[config.mk]
export PLATFORM = sky130hd
export DESIGN_NAME = rtttl_note_parser
export DESIGN_NICKNAME = d
export VERILOG_FILES = /design/src/rtl/rnp_pkg.sv /design/src/rtl/rtttl_note_parser.sv /design/src/rtl/rnp_divider.sv /design/src/rtl/rnp_parser.sv
export SDC_FILE = /design/constraint.sdc
export NUM_CORES = 1
export LEC_CHECK = 0
export BUFFER_PORTS_ARGS = -buffer_cell sky130_fd_sc_hd__buf_4
export CAP_MARGIN = 20
export CORE_ASPECT_RATIO = 0.5
export CORE_MARGIN = 2
export CORE_UTILIZATION = 55
export DETAILED_ROUTE_END_ITERATION = 10
export GPL_TIMING_DRIVEN = 0
export MAX_ROUTING_LAYER = met4
export PLACE_DENSITY = 0.83
export SLEW_MARGIN = 10
export SYNTH_ARGS = -nofsm -noshare
export SYNTH_HDL_FRONTEND = slang
export SYNTH_SLANG_ARGS = --single-unit
[constraint.sdc]
create_clock -name i_clk -period 7.7 [get_ports i_clk]
set_input_delay 1.54 -clock i_clk [delete_from_list [all_inputs] [get_ports i_clk]]
set_output_delay 1.54 -clock i_clk [all_outputs]
set_load 0.01 [all_outputs]
[src/rtl/rnp_pkg.sv]
// Shared types, widths and constants of the ring-tone note parser.
// No dependencies; every other file of the block imports this package.
`default_nettype none

package rnp_pkg;

    // Duration digits saturate here; accumulator width follows from it.
    localparam int DURATION_LIMIT = 1023;
    localparam int DUR_W          = $clog2(DURATION_LIMIT + 1);

    // Field and register widths.
    localparam int CHAR_W      = 8;
    localparam int CFG_DUR_W   = 10;
    localparam int OCT_W       = 4;
    localparam int BPM_W       = 10;
    localparam int HZ_W        = 14;
    localparam int MS_W        = 19;
    localparam int LETTER_W    = 3;
    localparam int CFG_IDX_W   = 2;
    localparam int CFG_DATA_W  = 10;
    localparam int NOTE_DUR_W  = (DUR_W > CFG_DUR_W) ? DUR_W : CFG_DUR_W;

    // Serial divider: 18-bit dividend, two quotient bits per cycle.
    localparam int DVD_W      = 18;
    localparam int DVS_W      = (NOTE_DUR_W > BPM_W) ? NOTE_DUR_W : BPM_W;
    localparam int DIV_STEPS  = DVD_W / 2;
    localparam int DIV_CNT_W  = $clog2(DIV_STEPS);

    // Whole note is this many milliseconds divided by the tempo.
    localparam logic [DVD_W-1:0] WHOLE_MS     = DVD_W'(240000);
    localparam logic [BPM_W-1:0] BPM_FALLBACK = BPM_W'(63);

    // Configuration register indexes.
    localparam logic [CFG_IDX_W-1:0] CFG_DEFAULT_DURATION = 2'd0;
    localparam logic [CFG_IDX_W-1:0] CFG_DEFAULT_OCTAVE   = 2'd1;
    localparam logic [CFG_IDX_W-1:0] CFG_BEATS_PER_MINUTE = 2'd2;

    // Configuration reset values.
    localparam logic [CFG_DUR_W-1:0] RST_DEFAULT_DURATION = CFG_DUR_W'(4);
    localparam logic [OCT_W-1:0]     RST_DEFAULT_OCTAVE   = OCT_W'(6);
    localparam logic [BPM_W-1:0]     RST_BEATS_PER_MINUTE = BPM_W'(63);
    localparam logic [OCT_W-1:0]     OCT_MAX              = OCT_W'(9);
    localparam logic [OCT_W-1:0]     OCT_BASE             = OCT_W'(4);

    // Letter codes; zero stands for a rest or an unknown letter.
    localparam logic [LETTER_W-1:0] LT_REST = 3'd0;
    localparam logic [LETTER_W-1:0] LT_C    = 3'd1;
    localparam logic [LETTER_W-1:0] LT_D    = 3'd2;
    localparam logic [LETTER_W-1:0] LT_E    = 3'd3;
    localparam logic [LETTER_W-1:0] LT_F    = 3'd4;
    localparam logic [LETTER_W-1:0] LT_G    = 3'd5;
    localparam logic [LETTER_W-1:0] LT_A    = 3'd6;
    localparam logic [LETTER_W-1:0] LT_B    = 3'd7;

    // One note as handed from the parser to the timing sequencer.
    typedef struct packed {
        logic [LETTER_W-1:0]   letter;
        logic                  sharp;
        logic                  dotted;
        logic [OCT_W-1:0]      oct;
        logic [NOTE_DUR_W-1:0] dur;
    } t_note;

endpackage

`default_nettype wire

[src/rtl/rtttl_note_parser.sv]
// Ring-tone note parser top level: registers, parser, divider sequencer, output.
// A character that ends no note leaves the input ready. A note is shown after
// its character's transfer, two divider passes (tempo, then duration) and the
// length and output register loads, a second one after two more passes and loads;
// input is ready again once the last note is loaded, later while the output stalls.
// Reset (synchronous, active low) sets the registers to 4, 6, 63 and idles the parser.
`default_nettype none

module rtttl_note_parser (
    input  wire                           i_clk,
    input  wire                           i_rst_n,
    // Configuration write channel
    input  wire                           i_cfg_valid,
    output logic                          o_cfg_ready,
    input  wire [rnp_pkg::CFG_IDX_W-1:0]  i_cfg_index,
    input  wire [rnp_pkg::CFG_DATA_W-1:0] i_cfg_data,
    // Character stream
    input  wire                           s_axis_tvalid,
    output logic                          s_axis_tready,
    input  wire [7:0]                     s_axis_tdata,  // [7:0] char_code
    input  wire                           s_axis_tlast,  // end_of_text
    // Note stream
    output logic                          m_axis_tvalid,
    input  wire                           m_axis_tready,
    output logic [55:0]                   m_axis_tdata,  // [13:0] tone_hz,
                                                         // [32:14] sound_ms,
                                                         // [51:33] silence_ms
    output logic                          m_axis_tlast   // last_in_run
);
    import rnp_pkg::*;

    typedef enum logic [1:0] {S_IDLE, S_WHOLE, S_LEN, S_OUT} t_seq;

    logic [CFG_DUR_W-1:0] r_def_dur;
    logic [OCT_W-1:0]     r_def_oct;
    logic [BPM_W-1:0]     r_bpm;

    t_seq             r_state;
    t_note            r_cur, r_next;
    logic             r_more;
    logic [MS_W-1:0]  r_len;
    logic             r_out_valid;
    logic             r_out_last;
    logic [HZ_W-1:0]  r_out_hz;
    logic [MS_W-1:0]  r_out_snd;
    logic [MS_W-1:0]  r_out_sil;

    logic             in_xfer;
    logic             out_free;
    logic [1:0]       emit_cnt;
    t_note            note0, note1;
    logic             div_start, div_done;
    logic [DVD_W-1:0] div_dividend, div_quo;
    logic [DVS_W-1:0] div_divisor;
    logic [BPM_W-1:0] bpm_eff;
    logic [MS_W-1:0]  len_calc;
    logic [8:0]       base_hz;
    logic [HZ_W-1:0]  hz_calc;
    logic [MS_W-1:0]  sil_calc, snd_calc;

    // Configuration registers; writes are always taken.
    assign o_cfg_ready = 1'b1;

    always_ff @(posedge i_clk) begin
        if (!i_rst_n) begin
            r_def_dur <= RST_DEFAULT_DURATION;
            r_def_oct <= RST_DEFAULT_OCTAVE;
            r_bpm     <= RST_BEATS_PER_MINUTE;
        end else if (i_cfg_valid) begin
            case (i_cfg_index)
                CFG_DEFAULT_DURATION: r_def_dur <= i_cfg_data[CFG_DUR_W-1:0];
                CFG_DEFAULT_OCTAVE:   r_def_oct <= i_cfg_data[OCT_W-1:0];
                CFG_BEATS_PER_MINUTE: r_bpm     <= i_cfg_data[BPM_W-1:0];
                default: ;
            endcase
        end
    end

    assign s_axis_tready = (r_state == S_IDLE);
    assign in_xfer       = s_axis_tvalid && s_axis_tready;
    assign out_free      = !r_out_valid || m_axis_tready;

    rnp_parser u_parser (
        .i_clk              (i_clk),
        .i_rst_n            (i_rst_n),
        .i_accept           (in_xfer),
        .i_char             (s_axis_tdata),
        .i_eot              (s_axis_tlast),
        .i_default_duration (r_def_dur),
        .i_default_octave   (r_def_oct),
        .o_emit_cnt         (emit_cnt),
        .o_note0            (note0),
        .o_note1            (note1)
    );

    // Divider operands: tempo pass first, then the duration pass.
    assign bpm_eff      = (r_bpm != '0) ? r_bpm : BPM_FALLBACK;
    assign div_start    = (r_state == S_IDLE && in_xfer && emit_cnt != 2'd0)
                       || (r_state == S_WHOLE && div_done)
                       || (r_state == S_OUT && out_free && r_more);
    assign div_dividend = (r_state == S_WHOLE) ? div_quo : WHOLE_MS;
    assign div_divisor  = (r_state == S_WHOLE) ? DVS_W'(r_cur.dur) : DVS_W'(bpm_eff);

    rnp_divider u_div (
        .i_clk      (i_clk),
        .i_rst_n    (i_rst_n),
        .i_start    (div_start),
        .i_dividend (div_dividend),
        .i_divisor  (div_divisor),
        .o_done     (div_done),
        .o_quotient (div_quo)
    );

    // Dotted length is len + len/2, which equals 3*len/2 truncated.
    assign len_calc = r_cur.dotted ? (MS_W'(div_quo) + MS_W'(div_quo >> 1))
                                   : MS_W'(div_quo);

    // Octave-4 pitch of the letter, then the octave shift.
    always_comb begin
        case (r_cur.letter)
            LT_C:    base_hz = r_cur.sharp ? 9'd277 : 9'd262;
            LT_D:    base_hz = r_cur.sharp ? 9'd311 : 9'd294;
            LT_E:    base_hz = 9'd330;
            LT_F:    base_hz = r_cur.sharp ? 9'd370 : 9'd349;
            LT_G:    base_hz = r_cur.sharp ? 9'd415 : 9'd392;
            LT_A:    base_hz = r_cur.sharp ? 9'd466 : 9'd440;
            LT_B:    base_hz = 9'd494;
            default: base_hz = 9'd0;
        endcase
        if (r_cur.oct >= OCT_BASE)
            hz_calc = HZ_W'(base_hz) << (r_cur.oct - OCT_BASE);
        else
            hz_calc = HZ_W'(base_hz) >> (OCT_BASE - r_cur.oct);
    end

    // Sound and silence split; a rest is silence only.
    always_comb begin
        if (hz_calc == '0) begin
            sil_calc = r_len;
            snd_calc = '0;
        end else begin
            sil_calc = r_len >> 4;
            snd_calc = r_len - (r_len >> 4);
        end
    end

    // Sequencer and output register.
    always_ff @(posedge i_clk) begin
        if (!i_rst_n) begin
            r_state     <= S_IDLE;
            r_more      <= 1'b0;
            r_out_valid <= 1'b0;
        end else begin
            if (r_out_valid && m_axis_tready)
                r_out_valid <= 1'b0;
            case (r_state)
                S_IDLE: begin
                    if (in_xfer && emit_cnt != 2'd0) begin
                        r_cur   <= note0;
                        r_next  <= note1;
                        r_more  <= (emit_cnt == 2'd2);
                        r_state <= S_WHOLE;
                    end
                end
                S_WHOLE: begin
                    if (div_done)
                        r_state <= S_LEN;
                end
                S_LEN: begin
                    if (div_done) begin
                        r_len   <= len_calc;
                        r_state <= S_OUT;
                    end
                end
                S_OUT: begin
                    if (out_free) begin
                        r_out_valid <= 1'b1;
                        r_out_hz    <= hz_calc;
                        r_out_snd   <= snd_calc;
                        r_out_sil   <= sil_calc;
                        r_out_last  <= !r_more;
                        if (r_more) begin
                            r_cur   <= r_next;
                            r_more  <= 1'b0;
                            r_state <= S_WHOLE;
                        end else begin
                            r_state <= S_IDLE;
                        end
                    end
                end
                default: r_state <= S_IDLE;
            endcase
        end
    end

    assign m_axis_tvalid = r_out_valid;
    assign m_axis_tdata  = {4'b0, r_out_sil, r_out_snd, r_out_hz};
    assign m_axis_tlast  = r_out_last;

    // No second note may be pending while new characters are taken.
    a_ready_no_pending: assert property (@(posedge i_clk) disable iff (!i_rst_n)
        s_axis_tready |-> !r_more) else $error("input ready with a note pending");

    // Divider results arrive only while the sequencer waits for them.
    a_done_in_wait: assert property (@(posedge i_clk) disable iff (!i_rst_n)
        div_done |-> (r_state == S_WHOLE || r_state == S_LEN))
        else $error("divider result outside a waiting state");

    // Loading the output register always presents a note.
    a_load_shows: assert property (@(posedge i_clk) disable iff (!i_rst_n)
        (r_state == S_OUT && out_free) |=> m_axis_tvalid)
        else $error("finished note not presented");

endmodule

`default_nettype wire

[src/rtl/rnp_divider.sv]
// Shared restoring divider, two quotient bits per cycle.
// Depends on rnp_pkg for the dividend and divisor widths.
`default_nettype none

module rnp_divider (
    input  wire                      i_clk,
    input  wire                      i_rst_n,
    input  wire                      i_start,
    input  wire [rnp_pkg::DVD_W-1:0] i_dividend,
    input  wire [rnp_pkg::DVS_W-1:0] i_divisor,
    output logic                     o_done,
    output logic [rnp_pkg::DVD_W-1:0] o_quotient
);
    import rnp_pkg::*;

    logic                 r_busy;
    logic                 r_done;
    logic [DIV_CNT_W-1:0] r_cnt;
    logic [DVS_W-1:0]     r_rem;
    logic [DVS_W-1:0]     r_dvs;
    logic [DVD_W-1:0]     r_acc;

    logic [DVS_W:0]   t1, t2;
    logic             q1, q2;
    logic [DVS_W-1:0] rem1, n_rem;
    logic [DVD_W-1:0] n_acc;

    // Two dependent trial subtractions per cycle.
    always_comb begin
        t1    = {r_rem, r_acc[DVD_W-1]};
        q1    = (t1 >= {1'b0, r_dvs});
        rem1  = q1 ? DVS_W'(t1 - {1'b0, r_dvs}) : DVS_W'(t1);
        t2    = {rem1, r_acc[DVD_W-2]};
        q2    = (t2 >= {1'b0, r_dvs});
        n_rem = q2 ? DVS_W'(t2 - {1'b0, r_dvs}) : DVS_W'(t2);
        n_acc = {r_acc[DVD_W-3:0], q1, q2};
    end

    // Dividend bits shift out of the top while quotient bits enter below.
    always_ff @(posedge i_clk) begin
        if (!i_rst_n) begin
            r_busy <= 1'b0;
            r_done <= 1'b0;
            r_cnt  <= '0;
        end else begin
            r_done <= 1'b0;
            if (i_start) begin
                r_busy <= 1'b1;
                r_cnt  <= DIV_CNT_W'(DIV_STEPS - 1);
            end else if (r_busy) begin
                if (r_cnt == '0) begin
                    r_busy <= 1'b0;
                    r_done <= 1'b1;
                end else begin
                    r_cnt <= r_cnt - 1'b1;
                end
            end
        end
    end

    always_ff @(posedge i_clk) begin
        if (i_start) begin
            r_rem <= '0;
            r_acc <= i_dividend;
            r_dvs <= i_divisor;
        end else if (r_busy) begin
            r_rem <= n_rem;
            r_acc <= n_acc;
        end
    end

    assign o_done     = r_done;
    assign o_quotient = r_acc;

    // A new division is never started over one in progress.
    a_start_idle: assert property (@(posedge i_clk) disable iff (!i_rst_n)
        i_start |-> !r_busy) else $error("divider started while busy");

    // The last step is followed by the done pulse.
    a_last_done: assert property (@(posedge i_clk) disable iff (!i_rst_n)
        (r_busy && r_cnt == '0 && !i_start) |=> r_done)
        else $error("divider missed its done pulse");

    // Done and busy never overlap.
    a_done_excl: assert property (@(posedge i_clk) disable iff (!i_rst_n)
        r_done |-> !r_busy) else $error("divider done while busy");

endmodule

`default_nettype wire

[src/rtl/rnp_parser.sv]
// Character parser of the note section: holds the note being built and
// reports up to two finished notes per character. Depends on rnp_pkg.
`default_nettype none

module rnp_parser (
    input  wire                          i_clk,
    input  wire                          i_rst_n,
    input  wire                          i_accept,
    input  wire [rnp_pkg::CHAR_W-1:0]    i_char,
    input  wire                          i_eot,
    input  wire [rnp_pkg::CFG_DUR_W-1:0] i_default_duration,
    input  wire [rnp_pkg::OCT_W-1:0]     i_default_octave,
    output logic [1:0]                   o_emit_cnt,
    output rnp_pkg::t_note               o_note0,
    output rnp_pkg::t_note               o_note1
);
    import rnp_pkg::*;

    typedef enum logic [2:0] {
        PH_IDLE, PH_DIGITS, PH_PRE, PH_LETTER, PH_SHARP, PH_DOT, PH_OCT, PH_TRAIL
    } t_phase;

    typedef struct packed {
        t_phase              phase;
        logic [DUR_W-1:0]    accum;
        logic                given;
        logic [LETTER_W-1:0] letter;
        logic                sharp;
        logic                dotted;
        logic [OCT_W-1:0]    oct;
    } t_pstate;

    localparam logic [CHAR_W-1:0] CH_SPACE = 8'h20;
    localparam logic [CHAR_W-1:0] CH_TAB   = 8'h09;
    localparam logic [CHAR_W-1:0] CH_CR    = 8'h0D;
    localparam logic [CHAR_W-1:0] CH_LF    = 8'h0A;
    localparam logic [CHAR_W-1:0] CH_COMMA = 8'h2C;
    localparam logic [CHAR_W-1:0] CH_SHARP = 8'h23;
    localparam logic [CHAR_W-1:0] CH_DOT   = 8'h2E;
    localparam logic [CHAR_W-1:0] CH_ZERO  = 8'h30;
    localparam logic [CHAR_W-1:0] CH_NINE  = 8'h39;
    localparam logic [CHAR_W-1:0] CH_UP_A  = 8'h41;
    localparam logic [CHAR_W-1:0] CH_UP_Z  = 8'h5A;
    localparam logic [CHAR_W-1:0] CASE_OFS = 8'h20;
    localparam int               ACC_W    = DUR_W + 4;

    function automatic logic [OCT_W-1:0] clamp_oct(input logic [OCT_W-1:0] o);
        return (o > OCT_MAX) ? OCT_MAX : o;
    endfunction

    function automatic logic [LETTER_W-1:0] letter_code(input logic [CHAR_W-1:0] c);
        case (c)
            8'h63:   return LT_C;
            8'h64:   return LT_D;
            8'h65:   return LT_E;
            8'h66:   return LT_F;
            8'h67:   return LT_G;
            8'h61:   return LT_A;
            8'h62:   return LT_B;
            default: return LT_REST;
        endcase
    endfunction

    function automatic t_pstate clear_st(input logic [OCT_W-1:0] def_oct);
        t_pstate s;
        s       = '0;
        s.phase = PH_IDLE;
        s.oct   = clamp_oct(def_oct);
        return s;
    endfunction

    function automatic t_pstate take_letter(input t_pstate s_in,
                                            input logic [CHAR_W-1:0] c,
                                            input logic [OCT_W-1:0] def_oct);
        t_pstate s;
        s        = s_in;
        s.letter = letter_code(c);
        s.sharp  = 1'b0;
        s.dotted = 1'b0;
        s.oct    = clamp_oct(def_oct);
        s.phase  = PH_LETTER;
        return s;
    endfunction

    function automatic t_pstate start_char(input t_pstate s_in,
                                           input logic [CHAR_W-1:0] c,
                                           input logic ws, input logic dig,
                                           input logic [OCT_W-1:0] def_oct);
        t_pstate          s;
        logic [ACC_W-1:0] v;
        s = s_in;
        v = '0;
        if (dig) begin
            v       = ACC_W'(s.accum) * ACC_W'(10) + ACC_W'(c[3:0]);
            s.accum = (v > ACC_W'(DURATION_LIMIT)) ? DUR_W'(DURATION_LIMIT)
                                                   : DUR_W'(v);
            s.given = 1'b1;
            s.phase = PH_DIGITS;
        end else if (!ws) begin
            s = take_letter(s, c, def_oct);
        end
        return s;
    endfunction

    // Snapshot of a finished note; the duration is resolved here.
    function automatic t_note mk_note(input t_pstate s,
                                      input logic [CFG_DUR_W-1:0] def_dur);
        t_note n;
        n.letter = s.letter;
        n.sharp  = s.sharp;
        n.dotted = s.dotted;
        n.oct    = clamp_oct(s.oct);
        if (s.given && s.accum != '0)
            n.dur = NOTE_DUR_W'(s.accum);
        else if (def_dur != '0)
            n.dur = NOTE_DUR_W'(def_dur);
        else
            n.dur = NOTE_DUR_W'(1);
        return n;
    endfunction

    t_pstate           r_st;
    t_pstate           n_st;
    logic [CHAR_W-1:0] c;
    logic              ws, dig;
    logic              f_emit, e_emit;
    t_note             f_note, e_note;

    // Next parser state and the notes finished by this character.
    always_comb begin
        c = i_char;
        if (c inside {[CH_UP_A:CH_UP_Z]})
            c = c + CASE_OFS;
        ws     = (c == CH_SPACE) || (c == CH_TAB) || (c == CH_CR) || (c == CH_LF);
        dig    = c inside {[CH_ZERO:CH_NINE]};
        n_st   = r_st;
        f_emit = 1'b0;
        e_emit = 1'b0;
        f_note = '0;
        e_note = '0;

        case (r_st.phase)
            PH_IDLE: begin
                n_st = start_char(n_st, c, ws, dig, i_default_octave);
            end
            PH_DIGITS: begin
                if (ws)
                    n_st.phase = PH_PRE;
                else if (dig)
                    n_st = start_char(n_st, c, ws, dig, i_default_octave);
                else
                    n_st = take_letter(n_st, c, i_default_octave);
            end
            PH_PRE: begin
                if (!ws)
                    n_st = take_letter(n_st, c, i_default_octave);
            end
            default: begin
                if (c == CH_COMMA) begin
                    f_emit = 1'b1;
                    f_note = mk_note(n_st, i_default_duration);
                    n_st   = clear_st(i_default_octave);
                end else if (ws) begin
                    n_st.phase = PH_TRAIL;
                end else if (c == CH_SHARP && r_st.phase == PH_LETTER) begin
                    n_st.sharp = 1'b1;
                    n_st.phase = PH_SHARP;
                end else if (c == CH_DOT && r_st.phase != PH_TRAIL) begin
                    n_st.dotted = 1'b1;
                    n_st.phase  = (r_st.phase inside {PH_LETTER, PH_SHARP}) ? PH_DOT
                                                                             : PH_TRAIL;
                end else if (dig && !(r_st.phase inside {PH_OCT, PH_TRAIL})) begin
                    n_st.oct   = c[OCT_W-1:0];
                    n_st.phase = PH_OCT;
                end else begin
                    f_emit = 1'b1;
                    f_note = mk_note(n_st, i_default_duration);
                    n_st   = clear_st(i_default_octave);
                    n_st   = start_char(n_st, c, ws, dig, i_default_octave);
                end
            end
        endcase

        // End of text flushes a note that has its letter and restarts.
        if (i_eot) begin
            if (n_st.phase inside {PH_LETTER, PH_SHARP, PH_DOT, PH_OCT, PH_TRAIL}) begin
                e_emit = 1'b1;
                e_note = mk_note(n_st, i_default_duration);
            end
            n_st = clear_st(i_default_octave);
        end
    end

    always_comb begin
        if (f_emit) begin
            o_note0    = f_note;
            o_note1    = e_note;
            o_emit_cnt = e_emit ? 2'd2 : 2'd1;
        end else begin
            o_note0    = e_note;
            o_note1    = f_note;
            o_emit_cnt = e_emit ? 2'd1 : 2'd0;
        end
    end

    // Parser state advances on each input transfer.
    always_ff @(posedge i_clk) begin
        if (!i_rst_n)
            r_st <= clear_st(RST_DEFAULT_OCTAVE);
        else if (i_accept)
            r_st <= n_st;
    end

endmodule

`default_nettype wire
Word-level counts from Yosys, hierarchy flattened
Index checks and enable logic that the tools add are counted.
W data, S select, Z words.
- bits of input ports: 26
- register bits: 205
- word-level logic and storage cells: 266
- multipliers: 1
- shift-type cells: 2
- bitwise logic cells: 3
- reductions and logical operators: 54
- equal/unequal tests: 46
- mux-type cells: 102
- order comparisons: 12
- $add $sub $neg: 9
- operator list (operator ; number):
    $mux W19 ; 13
    $mux W23 ; 10
    $mux W10 ; 9
    $mux W18 ; 4
    $pmux W23 S3 ; 1
    $pmux W9 S7 ; 1
    $eq A8 B7 Y1 const B ; 7
    $mux W14 ; 4
    $mux W20 ; 2
    $reduce_bool A10 Y1 ; 4
    $pmux W19 S2 ; 1
    $eq A3 B3 Y1 const B ; 11
    $eq A8 B6 Y1 const B ; 4
    $mux W4 ; 8
    $mux W15 ; 2
    $eq A8 B4 Y1 const B ; 3
    $ge A11 B10 Y1 ; 2
    $mux W22 ; 1
    $mux W1 ; 21
    $pmux W3 S7 ; 1
    $mux W5 ; 4
    $sub A10 B10 Y10 ; 2
    $add A18 B17 Y19 ; 1
    $sub A19 B15 Y19 ; 1
    48 further kinds ; 112

Logic depth before layout (Yosys ltp)
Gate-level depths: netlist (run 1).
- word-level depth: 31
- mapped depth: 25
- depth with buffers taken out: 23

Modules after synthesis
From an unflattened synthesis (run 1), not the netlist that was laid out.
- cell total of the unflattened synthesis: 1623
- area total of the unflattened synthesis: 15065.7 µm²
- modules (own cells, without submodules) (module ; area each (µm²) ; seq. area each (µm²) ; times used ; cells each):
    rtttl_note_parser ; 8821.0 ; 3863.7 ; 1 ; 895
    rnp_parser ; 3473.3 ; 460.4 ; 1 ; 467
    rnp_divider ; 2771.4 ; 1161.1 ; 1 ; 261

Worst setup path before layout (run 1)
OpenSTA, ideal clock, no wires.
- path kind: input to register
- start point: in s_axis_tdata[3]
- end point: reg u_div.r_acc[0] (netlist: u_div.o_quotient[0]) (enable)
- path slack: 2.102 ns
- library setup time: 0.399 ns
- stages on the path: 13
- data required time: 7.301 ns
- arrival time: 5.199 ns
- cells stage by stage: buf_6 > or4_4 > o221ai_2 > nor4b_4 > o21ai_1 > a32oi_1 > o41ai_2 > nand2_2 > a21oi_2 > a221oi_4 > inv_4 > buf_4 > a21oi_1
- word-level cells in the longest chain between the ends: 24
- RTL lines (element ; RTL line ; text):
    from (decl) ; rtttl_note_parser.sv:20 ; input wire [7:0] s_axis_tdata,
    $ge A8 B7 Y1 or $le A8 B7 Y1 (tied branches) ; rnp_parser.sv:132 ; if (c inside {[CH_UP_A:CH_UP_Z]})
    $logic_and A1 B1 Y1 ; rnp_parser.sv:132 ;
    $mux W8 * ; rnp_parser.sv:132 ;
    $ge A8 B6 Y1 or $le A8 B6 Y1 (tied branches) ; rnp_parser.sv:135 ; dig = c inside {[CH_ZERO:CH_NINE]};
    $logic_and A1 B1 Y1 ; rnp_parser.sv:135 ;
    $mux W14 or $logic_and A1 B1 Y1 (tied branches) ; rnp_parser.sv:93, rnp_parser.sv:172 ;
    $mux W3 ; rnp_parser.sv:172 ; end else if (dig && !(r_st.phase inside {PH_OCT, PH_TRAIL})) begin
    $mux W3 ; rnp_parser.sv:168 ; end else if (c == CH_DOT && r_st.phase != PH_TRAIL) begin
    (+9 left out) ; -- ;
    $mux W2 * ; rnp_parser.sv:195 ; if (f_emit) begin
    $reduce_bool A2 Y1 * ; rtttl_note_parser.sv:98 ; assign div_start = (r_state == S_IDLE && in_xfer && emit_cnt != 2'd0)
    $logic_and A1 B1 Y1 * ; rtttl_note_parser.sv:98 ;
    $logic_or A1 B1 Y1 * ; rtttl_note_parser.sv:99 ; || (r_state == S_WHOLE && div_done)
    $logic_or A1 B1 Y1 * ; rtttl_note_parser.sv:100 ; || (r_state == S_OUT && out_free && r_more);
    net div_start ; rtttl_note_parser.sv:52 ; logic div_start, div_done;
    $ne A2 B2 Y1 (no source line) or $reduce_bool A2 Y1 (tied branches) ; -- ;
    $reduce_and A2 Y1 (no source line) * ; -- ;
    to (signal assigned) ; rnp_divider.sv:64 ; r_acc <= i_dividend;
    to (signal assigned) ; rnp_divider.sv:68 ; r_acc <= n_acc;
    to (decl) ; rnp_divider.sv:21 ; logic [DVD_W-1:0] r_acc;
The timed path passes the listed nets; every way through them passes the cells marked *.
A chain may end at the register's enable or synchronous reset.

Final worst setup path (run 1)
- start point: in s_axis_tdata[1]
- end point: reg u_div.r_acc[3] (netlist: u_div.o_quotient[3]) (enable)
The elaborated chain is that of the path after synthesis.

==> metrics.md, run 1 <==
| Metric | Value |
|---|---|
| Place WS | `~1600 ps` |
| Post-synthesis average cell area | `8.866 um2` |
| # nets final | `about 1800` |
| Fin. Hold Viols | `0` |
| Power density cells | `about 230 nW/um2` |
| Largest net degree at the start of global routing | `between 40 and 50` |
| Crit-path max FO | `19` |
| Setup violators final | `0` |
| Port bufs | `79` |
| Horiz. Die Dim | `approximately 230 um` |
| Pre-antenna DRT Iters | `5` |
| Worst path max stage delay | `between 800 and 900 ps` |
| Via density | `a little over 6` |
| First-pass GRT wire length | `59780 um` |
| Initial Util | `roughly 56%` |
| Synthesized area | `14290 um2` |
| Clock Latency Late Sink | `about 500 ps` |
| CP Launch Type | `input pin` |
| Deepest clock path buffer count | `3` |
| FF/Latch Area | `between 5000 and 6000 um2` |
| DRT iter0 DRCs | `1168` |
| Total CTS buffers | `21` |
| Mapped Cells | `~1600` |
| Layout cells sized above 1 | `around 11%` |
| Leading area contributor after synthesis | `edfxtp_1` |
| Post-CTS sizing | `0` |
| Post-synth cell types | `between 90 and 100` |
| Yosys warns | `0` |
| DRC viols | `0` |
| Commonest non-fill, non-tap cell in the layout | `nor2_1` |
| Hold Path Class | `flip-flop to flip-flop` |
| IO Pins | `86` |
| Clock-pin slew on the worst setup and hold paths | `around 70 ps` |
| Die Ht | `118.0 um` |
| Dominant cells by area after synthesis | `edfxtp_1 (29%), dfxtp_1 (9.4%), ha_1 (7.1%)` |
| Crit path max-delay cell type | `o41ai_1` |
| Flop-to-flop setup slack | `about 1900 ps` |
| Vias in the first global route | `between 10000 and 15000` |
| Most frequent cells in the layout | `nor2_1 (179), edfxtp_1 (138), nand2_1 (126)` |
| Worst slew margin | `31.76%` |
| Async S/R FF share, synth | `0%` |
| Max-slew violations | `0` |
| Slew @ Worst Pin | `~1000 ps` |
| Post-CTS setup buffer count | `0` |
| Setup TNS Final | `0 ps` |
| Post-synthesis sequential area ratio | `about two fifths` |
| Total congestion overflow | `0` |
| Cells along the critical path | `buf_4 -> buf_2 -> a21oi_1 -> nor2_1 -> o41ai_1 -> a31oi_1 -> o21ai_1 -> o41ai_2 -> nand2_2 -> a21oi_2 -> a221oi_4 -> inv_4 -> buf_4 -> a21oi_2 -> buf_6` |
| Diodes inserted | `0` |
| CP top delay family | `compound AO/OA/AOI/OAI gates` |
| GPL Wtd Cong | `approximately 0.99` |
| Number of routed nets with antenna violations | `0` |
| Row count | `~40` |
| Crit path time final | `approximately 5800 ps` |
| # H-tree levels | `1` |
| Crit share post-route | `between 70% and 80%` |
| EDFF count, synth | `~140` |
| Total GRT Usage | `between 20% and 30%` |
| CP bufs+invs | `5` |
| CORE AREA | `25340 um2` |
| Highest clock rate | `172.4 MHz` |
| Status | `finished, final reports clean` |
| Yosys reg bits | `205` |
| Max-Cap Viols | `0` |
| Routed len/inst | `between 15 and 20 um` |
| Area grow syn2layout | `12.14%` |
| Root buffer cell | `clkbuf_16` |
| Total Wirelength | `36910 um` |
| CP required | `between 7000 and 8000 ps` |
| WP data arrival | `6010 ps` |
| Hold buffers post-CTS | `0` |
| Clk_skew | `21.04 ps` |
| Initial antenna violation count | `0` |
| Max IR drop VDD | `0.1360 mV` |
| Worst setup EP type | `flip-flop` |
| Die area | `roughly 27000 um2` |
| CTS Sinks | `205` |
| Synth top area share | `roughly 29%` |
| Worst hold slack | `470.6 ps` |
| RSZ-0062 raised after global routing | `false` |
| Pwr Total | `0.003640 W` |
| Ys flop type | `edfxtp_1` |
| CTS tree | `done` |
| Crit Path Class | `input pin to flip-flop` |
| Number of fill cells in the layout | `roughly 2100` |
| Leakage | `about 6.2 nW` |
| Final HPWL DP | `about 28000 um` |
| Setup ws final | `approximately 1900 ps` |
| Multi-input gate area | `a little over 8000 um2` |
| Vias | `12646` |
[per-stage QoR]
stage          util, %  area [um2]  instances
6_report         63.25       16030       2081
5_1_grt          63.25       16030       2081
4_1_cts          63.23       16020       2080
3_5_place_dp     60.66       15370       2042
3_3_place_gp     60.51       15330       2040
2_1_floorplan        -       14310       1617
[sequential cells by signal (all words and copies together), names as in the netlist, 14 cells and up]
| signal | flops |
|---|---|
| u_parser.r_st | 23 |
| r_cur | 19 |
| r_len | 19 |
| r_next | 19 |
| r_out_sil | 19 |
| r_out_snd | 19 |
| u_div.o_quotient | 18 |
| r_out_hz | 14 |
[power breakdown]
group / switching, W / internal, W / leakage, nW
Combinational: 0.000767 / 0.000559 / 4.11
Clock: 0.000440 / 0.000536 / 0.311
Sequential: 0.0000615 / 0.00128 / 1.81
Total: 0.00127 / 0.00237 / 6.23
[area by class of cell]
cell class	instances	share of cell area, %
plain buffers	84	2.521
clock inverters	9	0.4528
inverters	97	2.287
clock buffers	29	3.599
well taps	344	2.685
flip-flops and latches	205	34.22
repair buffers	82	3.927
multi-input cells	1231	50.30
[cell families after synthesis]
family                     after synthesis  synth area share, %
and+or+nand+nor                        566                19.37
AOI/OAI and AO/OA                      459                21.24
DFF                                    205                38.38
buffers and inverters                  181                5.393
adders and majority gates               87                7.931
muxes                                   63                4.631
xor gates and xnor gates                49                3.003
other                                    2              0.05255
[cell usage after synthesis, drive strengths merged (38+ instances only)]
| library cell | count |
|---|---|
| clkbuf | 47 |
| nor3 | 46 |
| nor2b | 46 |
| edfxtp | 138 |
| a21oi | 108 |
| inv | 96 |
| ha | 81 |
| mux2i | 38 |
| o21ai | 119 |
| nand2 | 127 |
| nor2 | 181 |
| dfxtp | 67 |
[path summary, 6_finish.rpt]
check,endpoint,depth (start not counted),from
worst max-delay path,u_div.o_quotient[3],15,s_axis_tdata[1]
worst min-delay path,u_parser.r_st[0],2,u_parser.r_st[0]
worst max register to register,u_div.r_rem[0],23,u_div.r_dvs[1]
worst min register to register,u_parser.r_st[0],2,u_parser.r_st[0]
[tightest hold or removal path, cell delays in order, from the launching register on]
cell and delay, ps:
dfxtp_1 310, nand2_1 50, a21boi_0 60
[metal layers]
| metal | global-route usage [%] | wire length, um | vias to the layer above |
|---|---|---|---|
| met5 | - | 0 | - |
| met4 | 6.651 | 857 | 0 |
| met3 | 3.706 | 2753 | 69 |
| met2 | 43.26 | 16900 | 523 |
| met1 | 37.36 | 16400 | 5971 |
| li1 | - | - | 6083 |
(Power assumes the default switching activity.)
==> run 2: changes to the inputs <==
- clock period: 7.7 -> 5.4 ns (I/O delays scaled with it)
==> run 2 against run 1 <==
Effect of this change:
- flip-flop and latch count stayed put
- clock-buffer cell count stayed put
- non-clock buffer count is 1 lower
- die area stayed put
==> metrics.md, run 2 (synthesis results as in run 1) <==
| Metric | Value |
|---|---|
| Status | `finished, final reports clean` |
| Clock power share | `26.6% (-0.2 points)` |
| Number of routed nets with antenna violations | `0 (unchanged)` |
| Port bufs | `79 (unchanged)` |
| Worst slew margin | `36.48% (+4.7 points)` |
| Layout cells sized above 1 | `11.75% (+0.41 points)` |
| Total Wirelength | `36800 um (-0.29%)` |
| Setup TNS Final | `0 ps (unchanged)` |
| Crit path max-delay cell type | `a221oi_4` |
| Hold path depth | `2 (unchanged)` |
| Slew @ Worst Pin | `952.8 ps (-57.66 ps)` |
| CP Launch Type | `input pin` |
| RSZ-0062 raised after global routing | `false` |
| CP required | `5600 ps (-2300 ps)` |
| GPL Wtd Cong | `0.9882 (unchanged)` |
| Net switching power | `0.001822 W (+44%)` |
| First-pass GRT wire length | `59860 um (+0.13%)` |
| Pre-antenna DRT Iters | `7 (+2)` |
| Crit path time final | `roughly 5000 ps` |
| Setup violators final | `0 (unchanged)` |
| Max-slew violations | `0 (unchanged)` |
| Hold_sp | `u_parser.r_st[0]` |
| Routed len/inst | `17.69 um (-0.24%)` |
| Post-CTS setup buffer count | `0 (unchanged)` |
| Area grow syn2layout | `12.27%` |
| Comb power frac | `36.8% (+0.4 points)` |
| Clock-pin slew on the worst setup and hold paths | `70 ps (about the same)` |
| Total CTS buffers | `21 (unchanged)` |
| CTS Sinks | `205 (unchanged)` |
| Reg with most FFs | `u_parser.r_st` |
| Seq pwr share | `36.6% (-0.2 points)` |
| Max IR drop VDD | `0.1958 mV (+44%)` |
| Root buffer cell | `clkbuf_16` |
| Via density | `6.070 (-0.12%)` |
| IO Pins | `86 (unchanged)` |
| Max-Cap Viols | `0 (unchanged)` |
| Initial antenna violation count | `0 (unchanged)` |
| Most frequent cells in the layout | `nor2_1 (179), edfxtp_1 (138), nand2_1 (126)` |
| Vias | `12625 (-0.17%)` |
| Max FFs per register | `23 (unchanged)` |
| FF/Latch Area | `5485 um2 (unchanged)` |
| Crit share post-route | `between 90% and 100%` |
| CORE AREA | `25340 um2 (unchanged)` |
| Clock Latency Late Sink | `500 ps (about the same)` |
| Clk_skew | `19.50 ps (-1.543 ps)` |
| Sw Share | `34.89% (+0.055 points)` |
| Worst hold slack | `470.8 ps (+0.1810 ps)` |
| DRC viols | `0 (unchanged)` |
| Commonest non-fill, non-tap cell in the layout | `nor2_1` |
| # H-tree levels | `1 (unchanged)` |
| Number of fill cells in the layout | `2129 (-0.33%)` |
| WP data arrival | `5200 ps (-810 ps)` |
| Total GRT Usage | `27.42% (+0.038 points)` |
| R2R cell count | `24 (+4.3%)` |
| Highest clock rate | `roughly 200 MHz` |
| # nets final | `1834 (-0.054%)` |
| Pwr Total | `0.005221 W (+43%)` |
| Worst R2R Start | `u_div.r_dvs[1]` |
| Die Ht | `118.0 um (unchanged)` |
| Deepest clock path buffer count | `3 (unchanged)` |
| Post-CTS sizing | `2 (+2)` |
| Worst setup EP type | `flip-flop` |
| Flop-to-flop setup slack | `440 ps (-1500 ps)` |
| Horiz. Die Dim | `232.0 um (unchanged)` |
| Leakage | `6.244 nW (+0.21%)` |
| Diodes inserted | `0 (unchanged)` |
| Final HPWL DP | `27790 um (unchanged)` |
| Setup ws final | `404.6 ps (-1494 ps)` |
| Row count | `41 (unchanged)` |
| Cells along the critical path | `buf_4 -> ha_1 -> nor3_1 -> nand2_1 -> a21oi_1 -> a31oi_1 -> o21ai_1 -> o41ai_2 -> nand2_2 -> a21oi_2 -> a221oi_4 -> inv_4 -> buf_4 -> a21oi_2 -> buf_6` |
| Largest net degree at the start of global routing | `41 (unchanged)` |
| Crit-path max FO | `19 (unchanged)` |
| CTS tree | `done` |
| WHS Endpoint | `u_parser.r_st[0]` |
| DRT iter0 DRCs | `1190 (+1.9%)` |
| Fin. Hold Viols | `0 (unchanged)` |
| Vias in the first global route | `11577 (-0.12%)` |
| Final Core Density | `63.32% (+0.074 points)` |
| Initial Util | `56.40% (unchanged)` |
| Internal power | `0.003399 W (+43%)` |
| Power density cells | `325.4 nW/um2 (+43%)` |
| Hold buffers post-CTS | `0 (unchanged)` |
| Worst path max stage delay | `580 ps (-300 ps)` |
| Total congestion overflow | `0 (unchanged)` |
| Die area | `27370 um2 (unchanged)` |
| Multi-input gate area | `8083 um2 (+0.25%)` |
| Crit Path Class | `input pin to flip-flop` |
| RR Endpoint | `u_div.r_rem[8]` |
| Place WS | `-277.9 ps (-1840 ps)` |
| Hold Path Class | `flip-flop to flip-flop` |
==> run 2: worst max-delay path: cells and delay by family <==
kind	cells	cell delay [ps]
fa+ha+maj	1	280
simple gates	3	570
buf+inv	4	730
compound gates	7	2520
==> run 2: final cells by class <==
cell class              count  area share, %
multi-input cells        1231          50.37
flip-flops and latches    205          34.18
repair buffers             82          3.922
clock buffers              29          3.595
well taps                 344          2.682
plain buffers              83          2.511
inverters                  97          2.285
clock inverters             9         0.4522
==> run 2: how the worst max path moves through the flow <==
| stage | startpoint | slack [ps] | end | cells after the start |
|---|---|---|---|---|
| CTS | u_div.r_dvs[1] | 90 | u_div.r_rem[8] | 24 |
| detailed placement | s_axis_tdata[1] | -280 | u_div.o_quotient[3] | 15 |
| finish | s_axis_tdata[5] | 400 | u_div.o_quotient[3] | 15 |
| global route | u_div.r_dvs[1] | 40 | u_div.r_rem[1] | 24 |
| global placement | s_axis_tdata[1] | -990 | u_div.o_quotient[3] | 14 |
| floorplan | s_axis_tdata[3] | 260 | u_div.o_quotient[0] | 13 |
==> run 2: per-stage QoR <==
step / instances / cell area, um2
2_1_floorplan: 1617 / 14310
3_3_place_gp: 2040 / 15330
3_5_place_dp: 2042 / 15370
4_1_cts: 2079 / 16020
5_1_grt: 2080 / 16050
6_report: 2080 / 16050
==> run 2: routing by layer <==
| metal | track usage (%) | share of wire [%] | vias up |
|---|---|---|---|
| met5 | - | 0 | - |
| met4 | 6.490 | 2.3 | 0 |
| met3 | 3.682 | 7.2 | 71 |
| li1 | - | - | 6089 |
| met2 | 43.45 | 46 | 509 |
| met1 | 37.39 | 45 | 5956 |
==> run 2: power groups by stage <==
| stage | combinational [W] | sequential, W | clock, W |
|---|---|---|---|
| floorplan | 0.00147 | 0.00191 | 0 |
| global placement | 0.00181 | 0.00194 | 0 |
| detailed placement | 0.00185 | 0.00194 | 0 |
| CTS | 0.00187 | 0.00191 | 0.00140 |
| global route | 0.00214 | 0.00192 | 0.00149 |
| finish | 0.00192 | 0.00191 | 0.00139 |
